--- src/hdl/solarize_pixel_curve_assert.svh ---
// solarize_pixel_curve_assert.svh: assertion macros for the solarize curve block
// needs a clock i_clk and an active-low reset i_rst_n in the scope of use
`ifndef SOLARIZE_PIXEL_CURVE_ASSERT_SVH
`define SOLARIZE_PIXEL_CURVE_ASSERT_SVH

// condition holds at every clock edge outside reset
`define SPC_ASSERT(label, cond, msg) \
    label: assert property (@(posedge i_clk) disable iff (!i_rst_n) (cond)) \
        else $error(msg);

// consequence holds in the cycle after the antecedent
`define SPC_ASSERT_NEXT(label, ante, cons, msg) \
    label: assert property (@(posedge i_clk) disable iff (!i_rst_n) (ante) |=> (cons)) \
        else $error(msg);

`endif

--- src/hdl/spc_pkg.sv ---
// spc_pkg: types and constants shared by the solarize curve pipeline
// no dependencies
`timescale 1ns / 1ps

package spc_pkg;

    localparam int unsigned REM_W  = 20;
    localparam int unsigned DIV_W  = 9;
    localparam int unsigned QUOT_W = 9;
    localparam int unsigned LEN_W  = 10;
    localparam int unsigned CFG_W  = 9;

    localparam logic [1:0] CFG_THRESHOLD = 2'd0;
    localparam logic [1:0] CFG_START     = 2'd1;
    localparam logic [1:0] CFG_END       = 2'd2;

    localparam logic [7:0] BYTE_MAX = 8'hff;

    // how the final byte of a lane is formed
    typedef enum logic [1:0] {
        RES_DIV  = 2'd0,
        RES_ZERO = 2'd1,
        RES_ONE  = 2'd2,
        RES_MAX  = 2'd3
    } t_res;

    // data of one channel lane as it moves down the cell chain
    typedef struct packed {
        logic              neg;
        t_res              kind;
        logic [REM_W-1:0]  rem;
        logic [DIV_W-1:0]  dvs;
        logic [QUOT_W-1:0] quot;
    } t_lane;

    // curve lengths from the configuration, zero forced to one
    typedef struct packed {
        logic signed [LEN_W-1:0] up;
        logic signed [LEN_W-1:0] down;
    } t_curve;

    // final byte of a lane leaving the division chain
    function automatic logic [7:0] lane_byte(input t_lane lane);
        logic [7:0] res;
        res = 8'd0;
        unique case (lane.kind)
            RES_DIV:  res = lane.quot[8] ? BYTE_MAX : lane.quot[7:0];
            RES_ZERO: res = 8'd0;
            RES_ONE:  res = 8'd1;
            RES_MAX:  res = BYTE_MAX;
            default:  res = 8'd0;
        endcase
        return res;
    endfunction

endpackage

--- src/hdl/spc_div_cell.sv ---
// spc_div_cell: one restoring division step for one channel lane
// depends on spc_pkg
`timescale 1ns / 1ps

module spc_div_cell #(
    parameter int unsigned SHIFT = 0
) (
    input  logic          i_clk,
    input  logic          i_en,
    input  spc_pkg::t_lane i_lane,
    output spc_pkg::t_lane o_lane
);

    spc_pkg::t_lane r_lane;
    spc_pkg::t_lane n_lane;
    logic [spc_pkg::REM_W-1:0] w_sub;

    // subtract the shifted divisor when it fits and set this quotient bit
    always_comb begin
        w_sub  = spc_pkg::REM_W'(i_lane.dvs) << SHIFT;
        n_lane = i_lane;
        if (i_lane.rem >= w_sub) begin
            n_lane.rem         = i_lane.rem - w_sub;
            n_lane.quot[SHIFT] = 1'b1;
        end
    end

    always_ff @(posedge i_clk) begin
        if (i_en) begin
            r_lane <= n_lane;
        end
    end

    assign o_lane = r_lane;

endmodule

--- src/hdl/spc_branch.sv ---
// spc_branch: picks the rising or falling side of the curve for one lane
// and sets up the scaled numerator for the second division chain
// depends on spc_pkg
`timescale 1ns / 1ps

module spc_branch (
    input  logic           i_clk,
    input  logic           i_en,
    input  spc_pkg::t_curve i_curve,
    input  spc_pkg::t_lane  i_lane,
    output spc_pkg::t_lane  o_lane
);

    spc_pkg::t_lane r_lane;
    spc_pkg::t_lane n_lane;

    logic signed [10:0] w_p;
    logic signed [10:0] w_up;
    logic        [10:0] w_mag;
    logic               w_lt;
    logic signed [11:0] w_num;
    logic signed [9:0]  w_den;
    logic        [10:0] w_anum;
    logic        [19:0] w_scaled;
    logic        [9:0]  w_nden;

    always_comb begin
        // signed remainder from its magnitude and the dividend sign
        w_mag = {1'b0, i_lane.rem[9:0]};
        w_p   = i_lane.neg ? -$signed(w_mag) : $signed(w_mag);
        w_up  = {i_curve.up[9], i_curve.up};
        w_lt  = w_p < w_up;

        // numerator and length of the selected side
        if (w_lt) begin
            w_num = {w_p[10], w_p};
            w_den = i_curve.up;
        end else begin
            w_num = {{2{i_curve.down[9]}}, i_curve.down} - {w_p[10], w_p}
                  + {{2{i_curve.up[9]}}, i_curve.up};
            w_den = i_curve.down;
        end

        w_anum   = w_num[11] ? 11'(-w_num) : w_num[10:0];
        w_scaled = {1'b0, w_anum, 8'd0} - 20'(w_anum);
        w_nden   = 10'(-w_den);

        // 32-bit unsigned quotient reduced to its few outcomes
        n_lane      = '0;
        n_lane.dvs  = w_den[8:0];
        n_lane.kind = spc_pkg::RES_DIV;
        n_lane.rem  = w_scaled;
        priority if (!w_num[11] && !w_den[9]) begin
            n_lane.kind = spc_pkg::RES_DIV;
        end else if (!w_num[11]) begin
            n_lane.kind = spc_pkg::RES_ZERO;
        end else if (!w_den[9]) begin
            n_lane.kind = (w_den == 10'sd1) ? spc_pkg::RES_ZERO : spc_pkg::RES_MAX;
        end else begin
            n_lane.kind = (w_scaled <= 20'(w_nden)) ? spc_pkg::RES_ONE : spc_pkg::RES_ZERO;
        end
        if (n_lane.kind != spc_pkg::RES_DIV) begin
            n_lane.rem = '0;
            n_lane.dvs = 9'd1;
        end
    end

    always_ff @(posedge i_clk) begin
        if (i_en) begin
            r_lane <= n_lane;
        end
    end

    assign o_lane = r_lane;

endmodule

--- src/hdl/solarize_pixel_curve.sv ---
// solarize_pixel_curve: top level of the solarize curve pixel pipeline
// depends on spc_pkg, spc_div_cell, spc_branch, solarize_pixel_curve_assert.svh
//
// Usage:
//   slave stream takes one pixel per transaction: tdata holds chan_hi, chan_mid,
//   chan_lo from the lowest byte up, tlast marks the last pixel of a frame.
//   master stream gives one curved pixel per transaction in the same layout,
//   tlast copied from the input.
//   config channel writes threshold (index 0), start (1) and end (2); it is
//   always ready. The user must write it only while no pixel is in flight;
//   the block itself does not enforce this. One pixel enters every cycle unless stalled.
//   the pipeline is two chains of nine division cells per channel
//   (remainder by the period, then quotient by the side length), one
//   branch stage and the output register.
//   a stalled receiver holds the output register and freezes the whole
//   chain, so input tready drops until the output transaction completes.
//   reset empties the pipeline and loads threshold 127, start 50, end 185.
`timescale 1ns / 1ps
`include "solarize_pixel_curve_assert.svh"

module solarize_pixel_curve (
    input  logic        i_clk,
    input  logic        i_rst_n,
    input  logic        i_s_axis_tvalid,
    output logic        o_s_axis_tready,
    input  logic [23:0] i_s_axis_tdata,   // chan_hi, chan_mid, chan_lo
    input  logic        i_s_axis_tlast,
    output logic        o_m_axis_tvalid,
    input  logic        i_m_axis_tready,
    output logic [23:0] o_m_axis_tdata,   // out_hi, out_mid, out_lo
    output logic        o_m_axis_tlast,
    input  logic        i_cfg_valid,
    output logic        o_cfg_ready,
    input  logic [1:0]  i_cfg_index,
    input  logic [8:0]  i_cfg_data
);

    localparam int unsigned NSTEP  = 9;
    localparam int unsigned NSTAGE = 2 * NSTEP + 2;

    logic [8:0] r_threshold;
    logic [8:0] r_start;
    logic [8:0] r_end;

    logic [NSTAGE-1:0] r_vld;
    logic [NSTAGE-1:0] r_last;
    logic [23:0]       r_data;

    logic w_en;
    logic w_in_acc;

    logic signed [9:0] w_period;
    logic signed [9:0] w_up;
    logic signed [9:0] w_down;
    logic        [8:0] w_aper;
    spc_pkg::t_curve   w_curve;

    spc_pkg::t_lane w_a [3][NSTEP+1];
    spc_pkg::t_lane w_b [3][NSTEP+1];

    // configuration registers
    assign o_cfg_ready = 1'b1;
    always_ff @(posedge i_clk) begin
        if (!i_rst_n) begin
            r_threshold <= 9'd127;
            r_start     <= 9'd50;
            r_end       <= 9'd185;
        end else if (i_cfg_valid) begin
            if (i_cfg_index == spc_pkg::CFG_THRESHOLD) r_threshold <= i_cfg_data;
            if (i_cfg_index == spc_pkg::CFG_START)     r_start     <= i_cfg_data;
            if (i_cfg_index == spc_pkg::CFG_END)       r_end       <= i_cfg_data;
        end
    end

    // curve lengths, zero forced to one
    always_comb begin
        w_period = $signed({1'b0, r_end}) - $signed({1'b0, r_start});
        w_up     = $signed({1'b0, r_threshold}) - $signed({1'b0, r_start});
        w_down   = $signed({1'b0, r_end}) - $signed({1'b0, r_threshold});
        if (w_period == 10'sd0) w_period = 10'sd1;
        if (w_up == 10'sd0)     w_up     = 10'sd1;
        if (w_down == 10'sd0)   w_down   = 10'sd1;
        w_aper        = w_period[9] ? 9'(-w_period) : w_period[8:0];
        w_curve.up    = w_up;
        w_curve.down  = w_down;
    end

    // global advance: the chain moves unless the output is held
    assign w_en            = !r_vld[NSTAGE-1] || i_m_axis_tready;
    assign o_s_axis_tready = w_en;
    assign w_in_acc        = i_s_axis_tvalid && w_en;

    // valid and frame mark travel beside the lanes
    always_ff @(posedge i_clk) begin
        if (!i_rst_n) begin
            r_vld <= '0;
        end else if (w_en) begin
            r_vld <= {r_vld[NSTAGE-2:0], w_in_acc};
        end
    end

    always_ff @(posedge i_clk) begin
        if (w_en) begin
            r_last <= {r_last[NSTAGE-2:0], i_s_axis_tlast};
        end
    end

    // per channel lane: remainder chain, branch stage, quotient chain
    for (genvar l = 0; l < 3; l++) begin : g_lane
        logic [7:0]         w_v;
        logic signed [10:0] w_x;

        assign w_v = i_s_axis_tdata[8*l +: 8];

        always_comb begin
            w_x            = $signed({3'b0, w_v}) + 11'sd256 - $signed({2'b0, r_start});
            w_a[l][0]      = '0;
            w_a[l][0].neg  = w_x[10];
            w_a[l][0].kind = spc_pkg::RES_DIV;
            w_a[l][0].rem  = spc_pkg::REM_W'(w_x[10] ? 11'(-w_x) : w_x);
            w_a[l][0].dvs  = w_aper;
        end

        for (genvar s = 0; s < NSTEP; s++) begin : g_rem
            spc_div_cell #(.SHIFT(NSTEP - 1 - s)) u_cell (
                .i_clk  (i_clk),
                .i_en   (w_en),
                .i_lane (w_a[l][s]),
                .o_lane (w_a[l][s+1])
            );
        end

        spc_branch u_branch (
            .i_clk   (i_clk),
            .i_en    (w_en),
            .i_curve (w_curve),
            .i_lane  (w_a[l][NSTEP]),
            .o_lane  (w_b[l][0])
        );

        for (genvar s = 0; s < NSTEP; s++) begin : g_quot
            spc_div_cell #(.SHIFT(NSTEP - 1 - s)) u_cell (
                .i_clk  (i_clk),
                .i_en   (w_en),
                .i_lane (w_b[l][s]),
                .o_lane (w_b[l][s+1])
            );
        end

        // output register for this channel byte
        always_ff @(posedge i_clk) begin
            if (w_en) begin
                r_data[8*l +: 8] <= spc_pkg::lane_byte(w_b[l][NSTEP]);
            end
        end
    end

    assign o_m_axis_tvalid = r_vld[NSTAGE-1];
    assign o_m_axis_tdata  = r_data;
    assign o_m_axis_tlast  = r_last[NSTAGE-1];

    // checks on the pipeline control
    `SPC_ASSERT(a_ready_follows_out, o_s_axis_tready == (!o_m_axis_tvalid || i_m_axis_tready), "input ready does not follow output stall")
    `SPC_ASSERT_NEXT(a_accept_enters, i_s_axis_tvalid && o_s_axis_tready, r_vld[0], "accepted pixel missing from first stage")
    `SPC_ASSERT_NEXT(a_stall_freezes, !w_en, $stable(r_vld), "pipeline moved while stalled")

endmodule
--- config.mk ---
export PLATFORM = sky130hd
export DESIGN_NAME = solarize_pixel_curve
export DESIGN_NICKNAME = d
export VERILOG_FILES = /design/src/hdl/spc_pkg.sv /design/src/hdl/spc_div_cell.sv /design/src/hdl/spc_branch.sv /design/src/hdl/solarize_pixel_curve.sv
export VERILOG_INCLUDE_DIRS = /design/src /design/src/hdl
export SDC_FILE = /design/constraint.sdc
export NUM_CORES = 2
export LEC_CHECK = 0
export BUFFER_PORTS_ARGS = -buffer_cell sky130_fd_sc_hd__buf_2
export CAP_MARGIN = 20
export CELL_PAD_IN_SITES_DETAIL_PLACEMENT = 0
export CELL_PAD_IN_SITES_GLOBAL_PLACEMENT = 1
export CORE_MARGIN = 1.5
export CORE_UTILIZATION = 40
export CTS_CLUSTER_SIZE = 12
export DETAILED_ROUTE_END_ITERATION = 12
export PLACE_DENSITY_LB_ADDON = 0.1
export SLEW_MARGIN = 20
export SYNTH_ARGS = -nofsm -noshare
export SYNTH_HDL_FRONTEND = slang
export SYNTH_SLANG_ARGS = --single-unit
--- constraint.sdc ---
create_clock -name i_clk -period 98.9 [get_ports i_clk]
set_input_delay 19.78 -clock i_clk [delete_from_list [all_inputs] [get_ports i_clk]]
set_output_delay 19.78 -clock i_clk [all_outputs]
set_load 0.005 [all_outputs]
==> results.md <==
- Status: completed
- Startpoint Class: primary input
- Hold crit path type: reg2reg
- Post-synth cell types: 111
- Vias in the first global route: 59884
- Largest net degree at the start of global routing: 130
- CTS sink count: 1678
- RSZ-0062 raised after global routing: false
- Largest area contributor in the netlist: edfxtp_1
- Max-cap check violation count: 0
- R2r endpoint: g_lane[1].u_branch.o_lane[38]
- H-tree depth: 4
- Hpwl dp: 160000 µm
- Via Count: 59239
- Crit Path Max Fanout: 129
- Via/cell ratio: 5.13
- IO buf count: 67
- # resized after CTS: 0
- Initial antenna violation count: 3
- Final hold vios: 0
- Post-synth ARST share: 0%
- Most common cell after layout, fill and taps aside: edfxtp_1
- Overall routing resource usage: 17.5%
- Post-CTS Setup Inserts: 0
- Clock Tree Buf Depth: 3
- Hold Buf Count CTS: 0
- Worst reg2reg path depth: 43
- Slew margin rel.: 31.1%
- Ranking of synthesized cells by area: edfxtp_1 (53%), ha_1 (9.0%), xnor2_1 (4.6%)
- Pre-Repair DR Iteration Count: 6
- FP Rows: 177
- Die Y: 486 µm
- Final Cycle Share: 41.2%
- First-pass GRT wire length: 329000 µm
- Worst Hold Depth: 0
- Die W: 486 µm
- Layout cell share with drive strength beyond 1: 5.76%
- CORE AREA: 232000 µm²
- Synth Flop Type: edfxtp_1
- Minimum clock period: 40.76 ns
- Final setup fails: 0
- Seq cells post-synth: 1678
- Post-Syn Instances: 8155
- Worst-Margin Slew: 1.02 ns
- CP endpoint kind: primary output
- Final Skew: 0.0464 ns
- Nets: 9151
- Synthesized area per cell: 11.4 µm²
- Reg-to-reg critical path startpoint: r_end[0]
- Total grt overflow: 0
- Req. time, crit path: 79.12 ns
- Initial DRC count: 3034
- Max-slew violation count: 0
- Hold EP: g_lane[2].g_quot[7].u_cell.o_lane[38]
- Routed Antenna Nets: 0
- WL per Instance: 18.0 µm
- EDFF count, synth: 1631
- Cell Area, Synth: 93300 µm²
- WS Path Type: in2out
- Worst skew pair latency: 0.81 ns
- Die Area: 236000 µm²
- Worst EP arrival: 20.98 ns
- DRC Markers: 0
- Clk root buf: clkbuf_16
- Register area share after synthesis: 53.5%
- R2r setup slk: 88.23 ns
- Setup TNS: 0 ns
- I/O pin count: 69
- Most frequent cells in the layout: edfxtp_1 (1631), nor2_1 (674), ha_1 (670), inv_1 (628), nand2_1 (541)
- Synth Warn #: 0
- Fmax: 0.0245 GHz
- Hold wc startpoint: g_lane[2].g_quot[6].u_cell.o_lane[38]
- Initial Utilization: 40.2%
- TritonCTS clock tree: built
- Drt total wl: 208000 µm
- Area growth from synthesis to layout: 10.9%
- Final GP Congestion: 0.855
- Number of CTS-inserted buffers: 189
- Top cell type's share of synthesized area: 52.5%
- Clock transition at the registers of the reported paths: 0.06 ns
-- worst max-delay path by stage --
stage                     from  slack (ns)  depth (start not counted)         endpoint
3_3_place_gp   i_m_axis_tready       58.10                          5  o_s_axis_tready
6_report       i_m_axis_tready       58.14                          5  o_s_axis_tready
4_1_cts        i_m_axis_tready       58.09                          5  o_s_axis_tready
2_1_floorplan  i_m_axis_tready       15.00                          3  o_s_axis_tready
5_1_grt        i_m_axis_tready       58.01                          5  o_s_axis_tready
3_5_place_dp   i_m_axis_tready       58.09                          5  o_s_axis_tready
-- final cells by class --
type,instances,area [µm²]
Clock buffer,236,5080
Clock inverter,106,932
Antenna cell,1,2.50
Tap cell,3043,3810
Timing Repair Buffer,136,857
Multi-Input combinational cell,5718,40500
Inverter,632,2380
Fill cell,21395,129000
Sequential cell,1678,49900
-- registers in the layout, summed over array words and instances (netlist names) --
name                         cells
g_lane.u_branch.o_lane          93
o_m_axis_tdata                  24
r_start                          9
g_lane.g_rem.u_cell.o_lane     609
r_threshold                      9
g_lane.g_quot.u_cell.o_lane    885
r_vld                           20
r_last                          20
r_end                            9
-- metal layers --
layer  GRT usage (%)  share of wire (%)  vias to the layer above
met4            5.01                2.6                        0
met1            22.3                 45                    28188
met5               0                  0                        -
met3            2.33                3.0                      295
li1                -                  -                    29968
met2            30.7                 49                      788
-- cells in the mapped netlist, drive strengths merged (127+ instances only) --
master and count:
edfxtp 1631, nor2 677, ha 670, inv 631, nand2 542, xnor2 492, a21oi 457, o21ai 437
a21o 372, xor2 296, nand2b 207, nor2b 171, nor3 171, nand3 127
-- worst max-delay path, stage by stage --
cell	delay, ns
buf_2	0.08
nor2b_1	0.03
buf_4	0.21
inv_8	0.55
buf_2	0.24
-- cell families after synthesis --
kind of cell | after synthesis | synth area share, %
mux | 70 | 0.778
buf+inv | 782 | 3.22
simple gates | 2434 | 13.0
flops | 1678 | 53.5
other cells | 2 | 0.00805
fa+ha+maj | 755 | 10.8
compound gates | 1646 | 11.2
xor+xnor | 788 | 7.42
-- through the flow --
step	hold WS, ns	setup slack [ns]	cells	instance area, µm²	util, %
floorplan	0.400	15.00	8178	93300	-
global placement	0.401	58.10	11207	97400	42.0
detailed placement	0.405	58.09	11207	97400	42.0
CTS	0.392	58.09	11549	103000	44.6
global route	0.409	58.01	11550	103000	44.6
finish	0.399	58.14	11550	103000	44.6
Power is left out: the tool's default activity adds up to more than one toggle a clock period on the data nets, which glitch-free logic cannot reach.
